--- src/hw/rtl/tbci_pkg.sv ---
package tbci_pkg;

  localparam int NumRegs = 6;
  localparam logic [2:0] RegVertexOne  = 3'd0;
  localparam logic [2:0] RegVertexTwo  = 3'd1;
  localparam logic [2:0] RegVertexThree = 3'd2;
  localparam logic [2:0] RegColorOne   = 3'd3;

  localparam int NumEdges  = 3;
  localparam int NumChans  = 4;
  localparam int DivStages = 4;
  localparam int EdgeDepth = 3;
  localparam int ChanDepth = DivStages + 4;
  localparam int PipeDepth = EdgeDepth + ChanDepth;

  localparam int CoordW = 16;
  localparam int DiffW  = 17;
  localparam int ProdW  = 34;
  localparam int EdgeW  = 35;
  localparam int WProdW = 44;
  localparam int NumW   = 46;
  localparam int RemW   = 43;

  typedef struct packed {
    logic signed [CoordW-1:0] ax;
    logic signed [CoordW-1:0] ay;
    logic signed [DiffW-1:0]  bdx;
    logic signed [DiffW-1:0]  bdy;
  } edge_cfg_t;

endpackage

--- src/hw/rtl/tbci_chan_unit.sv ---
module tbci_chan_unit
  import tbci_pkg::*;
(
  input  logic                    clk_i,
  input  logic                    en_i,
  input  logic signed [EdgeW-1:0] edge_i [NumEdges],
  input  logic [7:0]              color_i [NumEdges],
  input  logic [EdgeW-1:0]        div_i,
  input  logic                    div_neg_i,
  output logic [7:0]              byte_o
);

  logic signed [WProdW-1:0] p_q [NumEdges];
  logic signed [NumW-1:0]   num_q;
  logic [NumW-1:0]          mag_q;
  logic                     neg_q;
  logic [RemW-1:0]          r_q   [DivStages+1];
  logic [7:0]               qt_q  [DivStages+1];
  logic                     ovf_q [DivStages+1];
  logic                     sgn_q [DivStages+1];

  always_ff @(posedge clk_i) begin
    if (en_i) begin
      for (int i = 0; i < NumEdges; i++) begin
        p_q[i] <= $signed({1'b0, color_i[i]}) * edge_i[i];
      end
      num_q <= NumW'(p_q[0]) + NumW'(p_q[1]) + NumW'(p_q[2]);
      neg_q <= num_q[NumW-1] ^ div_neg_i;
      mag_q <= num_q[NumW-1] ? NumW'(-num_q) : NumW'(num_q);
      ovf_q[0] <= mag_q >= {3'b0, div_i, 8'b0};
      r_q[0]   <= mag_q[RemW-1:0];
      qt_q[0]  <= 8'd0;
      sgn_q[0] <= neg_q;
    end
  end

  for (genvar j = 1; j <= DivStages; j++) begin : g_div
    localparam int KHi = 9 - 2 * j;
    logic [RemW-1:0] ta, tb, ra, rb;
    logic [7:0]      qa, qb;

    always_comb begin
      ta = RemW'(div_i) << KHi;
      tb = RemW'(div_i) << (KHi - 1);
      ra = r_q[j-1];
      qa = qt_q[j-1];
      if (ra >= ta) begin
        ra = ra - ta;
        qa[KHi] = 1'b1;
      end
      rb = ra;
      qb = qa;
      if (rb >= tb) begin
        rb = rb - tb;
        qb[KHi-1] = 1'b1;
      end
    end

    always_ff @(posedge clk_i) begin
      if (en_i) begin
        r_q[j]   <= rb;
        qt_q[j]  <= qb;
        ovf_q[j] <= ovf_q[j-1];
        sgn_q[j] <= sgn_q[j-1];
      end
    end
  end

  assign byte_o = sgn_q[DivStages] ? 8'd0 :
                  ovf_q[DivStages] ? 8'hFF : qt_q[DivStages];

endmodule

--- config.mk ---
export PLATFORM = sky130hd
export DESIGN_NAME = tbci_chan_unit
export DESIGN_NICKNAME = d
export VERILOG_FILES = /design/src/hw/rtl/tbci_pkg.sv /design/src/hw/rtl/tbci_chan_unit.sv
export SDC_FILE = /design/constraint.sdc
export NUM_CORES = 2
export LEC_CHECK = 0
export ABC_CLOCK_PERIOD_IN_PS = 9320
export BUFFER_PORTS_ARGS = -buffer_cell sky130_fd_sc_hd__buf_2
export CORE_MARGIN = 2
export CORE_UTILIZATION = 55
export DETAILED_ROUTE_END_ITERATION = 6
export GPL_TIMING_DRIVEN = 0
export PLACE_DENSITY = 0.74
export SYNTH_ARGS = -nofsm -noshare
export SYNTH_HDL_FRONTEND = slang
export SYNTH_SLANG_ARGS = --single-unit
--- constraint.sdc ---
create_clock -name clk_i -period 9.32 [get_ports clk_i]
set_clock_uncertainty 0.15 [all_clocks]
set_input_delay 2.33 -clock clk_i [delete_from_list [all_inputs] [get_ports clk_i]]
set_output_delay 2.33 -clock clk_i [all_outputs]
set_load 0.02 [all_outputs]
==> metrics.txt <==
outcome finished clean; worst hold slack 0.266 ns; Clock Latency Late Sink 0.63 ns; dpl hpwl 136 mm; first-pass GRT wire length 263 mm; drt wl/cell 19.0 um; HP Class register to register; worst path required time 9.53 ns; cell area after synthesis 0.0633 mm^2; Avg Synthesized Cell Area 9.21 um^2; Final period util 97.8%; yosys warns 0; final setup vio count 0; top-level I/O count 175; start point of the critical path div_i[2]; Clock Tree Root clkbuf_16; TritonCTS clock tree yes; CORE AREA 0.114 mm^2; GRT overflow 0; register area share after synthesis 20.3%; CP Data Arrival Time 9.33 ns; GRT Total Usage 28.1%; DR iter-0 viols 2760; Finished Layout Cells 8654; crit path time final 9.12 ns; most frequent cells in the layout 980 x inv_1, 700 x fa_1, 627 x nand2_1; Clock Tree Buf Depth 3; Async S/R FF share, synth 0%; Placed Area 0.0662 mm^2; remaining antenna violation count after routing 0; slew margin rel. 34.0%; clock slew at reported path FFs 0.06 ns; Num CTS Buffers 50; post-synthesis register bit count 427; placed insts 8554; Residual DRC 0; r2r setup slk 1.87 ns; fin. max-slew vios 0; Cells after Synth 6872; vias 49856; setup TNS 0 ns; CTS HTree Levels 2; worst-margin pin slew 0.983 ns; Critical R2R Launch r_q[0][43]$_DFFE_PP_; RSZ-0062 raised after global routing no; largest net degree at the start of global routing 114; drt via density 5.76; prevailing post-synth register cell edfxtp_1; Critical Path Source Type primary input; antenna violations before repair 8; EDFF count, synth 427; DRT Wirelength 164 mm; max-cap violations 0; post-synth cell types 90; die extent in y 343 um; CP endpoint kind register; cell area after layout 0.0682 mm^2; # clock sinks 427; share of layout cells above drive strength 1 6.59%; routability cong. 0.959; Setup CP Type primary input to register; area grow syn2layout 7.69%; Std-Cell Rows 124; number of buffers added on ports 165; hold wc startpoint qt_q[0][26]$_DFFE_PP_; commonest non-fill, non-tap cell in the layout inv_1; Fin. Hold Viols 0; max frequency 110 MHz; starting density of the core 55.5%; worst-path fanout max 10; Final #Nets 8590; vias in the first global route 50464; DIE AREA 0.118 mm^2; die width 343 um; 1st-pass router iterations 5; syn nets 8363
## sequential cells by signal, indices dropped and copies added, names as in the netlist
register,count
mag_q,46
r_q,172
p_q,132
num_q,46
sgn_q,5
neg_q,1
qt_q,20
ovf_q,5
## cells by family after synthesis
group / share of synthesized area (%)
multiplexers: 2.24
AO/OA/AOI/OAI: 14.3
AND/OR/NAND/NOR: 16.0
buffers and inverters: 7.05
XOR/XNOR: 5.64
adder cells (fa/ha/maj): 34.5
flip-flops: 20.3
## final cells by class
cell class | instances | area [um^2]
tap | 1512 | 1890
timing repair buffer | 179 | 1040
fill | 9890 | 46000
sequential | 427 | 12800
buffer | 184 | 790
clock inverter | 33 | 398
multi-input combinational | 5269 | 46200
inverter | 988 | 3730
clock buffer | 57 | 1280
antenna | 5 | 12.5
## worst paths after layout
check,endpoint,cells after the start
setup / recovery,r_q[0][128]$_DFFE_PP_,27
hold / removal,qt_q[0][34]$_DFFE_PP_,0
setup reg to reg,r_q[0][128]$_DFFE_PP_,24
hold reg to reg,qt_q[0][34]$_DFFE_PP_,0
## critical path: stages
cell	delay, ns
buf_2	0.13
clkinvlp_4	0.28
ha_2	0.52
a211oi_1	0.12
o21ai_1	0.20
o211ai_1	0.21
a2111oi_4	0.53
o21ai_2	0.19
o211ai_1	0.20
nand2_1	0.18
inv_2	0.25
buf_4	0.27
mux2i_1	0.30
inv_1	0.08
ha_1	0.27
clkbuf_1	0.26
nand4_1	0.23
nor3_1	0.85
o211ai_1	0.30
nand3_1	0.29
o211ai_1	0.15
a21boi_0	0.33
a311o_1	0.28
o31a_1	0.18
a21oi_1	0.10
nor2b_1	0.15
mux2i_1	0.14
## Yosys cell counts, types with 51 or more instances
cell	count	area [um^2]
a211oi_1	51	383
a21o_1	212	1590
a21oi_1	416	2080
and2_1	542	3390
clkbuf_1	160	601
edfxtp_1	427	12800
fa_1	700	14000
ha_1	624	7810
inv_1	985	3700
mux2_2	69	777
nand2_1	627	2350
nand2b_1	53	332
nand3_1	86	430
nand4_1	80	500
nor2_1	300	1130
nor2b_1	59	369
nor3_1	57	285
o21a_1	72	541
o21ai_0	320	1600
o21bai_1	56	420
xnor2_1	299	2620
xor2_1	109	955
## through the flow
stage	utilization, %	setup WS [ns]
6_report	59.7	0.201
5_1_grt	59.7	0.00912
4_1_cts	59.6	0.00352
3_5_place_dp	57.9	-2.57
3_3_place_gp	57.8	-2.46
2_1_floorplan	-	0.641
## per-layer routing
| metal | track usage, % | wire (um) | vias up |
|---|---|---|---|
| li1 | - | - | 23738 |
| met1 | 33.8 | 65100 | 24318 |
| met2 | 50.9 | 83100 | 1446 |
| met3 | 2.79 | 8020 | 348 |
| met4 | 12.2 | 7830 | 6 |
| met5 | 0 | 41 | - |
## what timing repair did
item,in CTS,in global routing
gates cloned,0,0
setup buffers,8,1
pin swaps,3,2
gates resized for setup,47,45
hold buffers,0,0
endpoints found under the setup margin,121,117
Power is not shown: default switching activity piles up to over one toggle a cycle in this logic, so the estimate is an artifact.
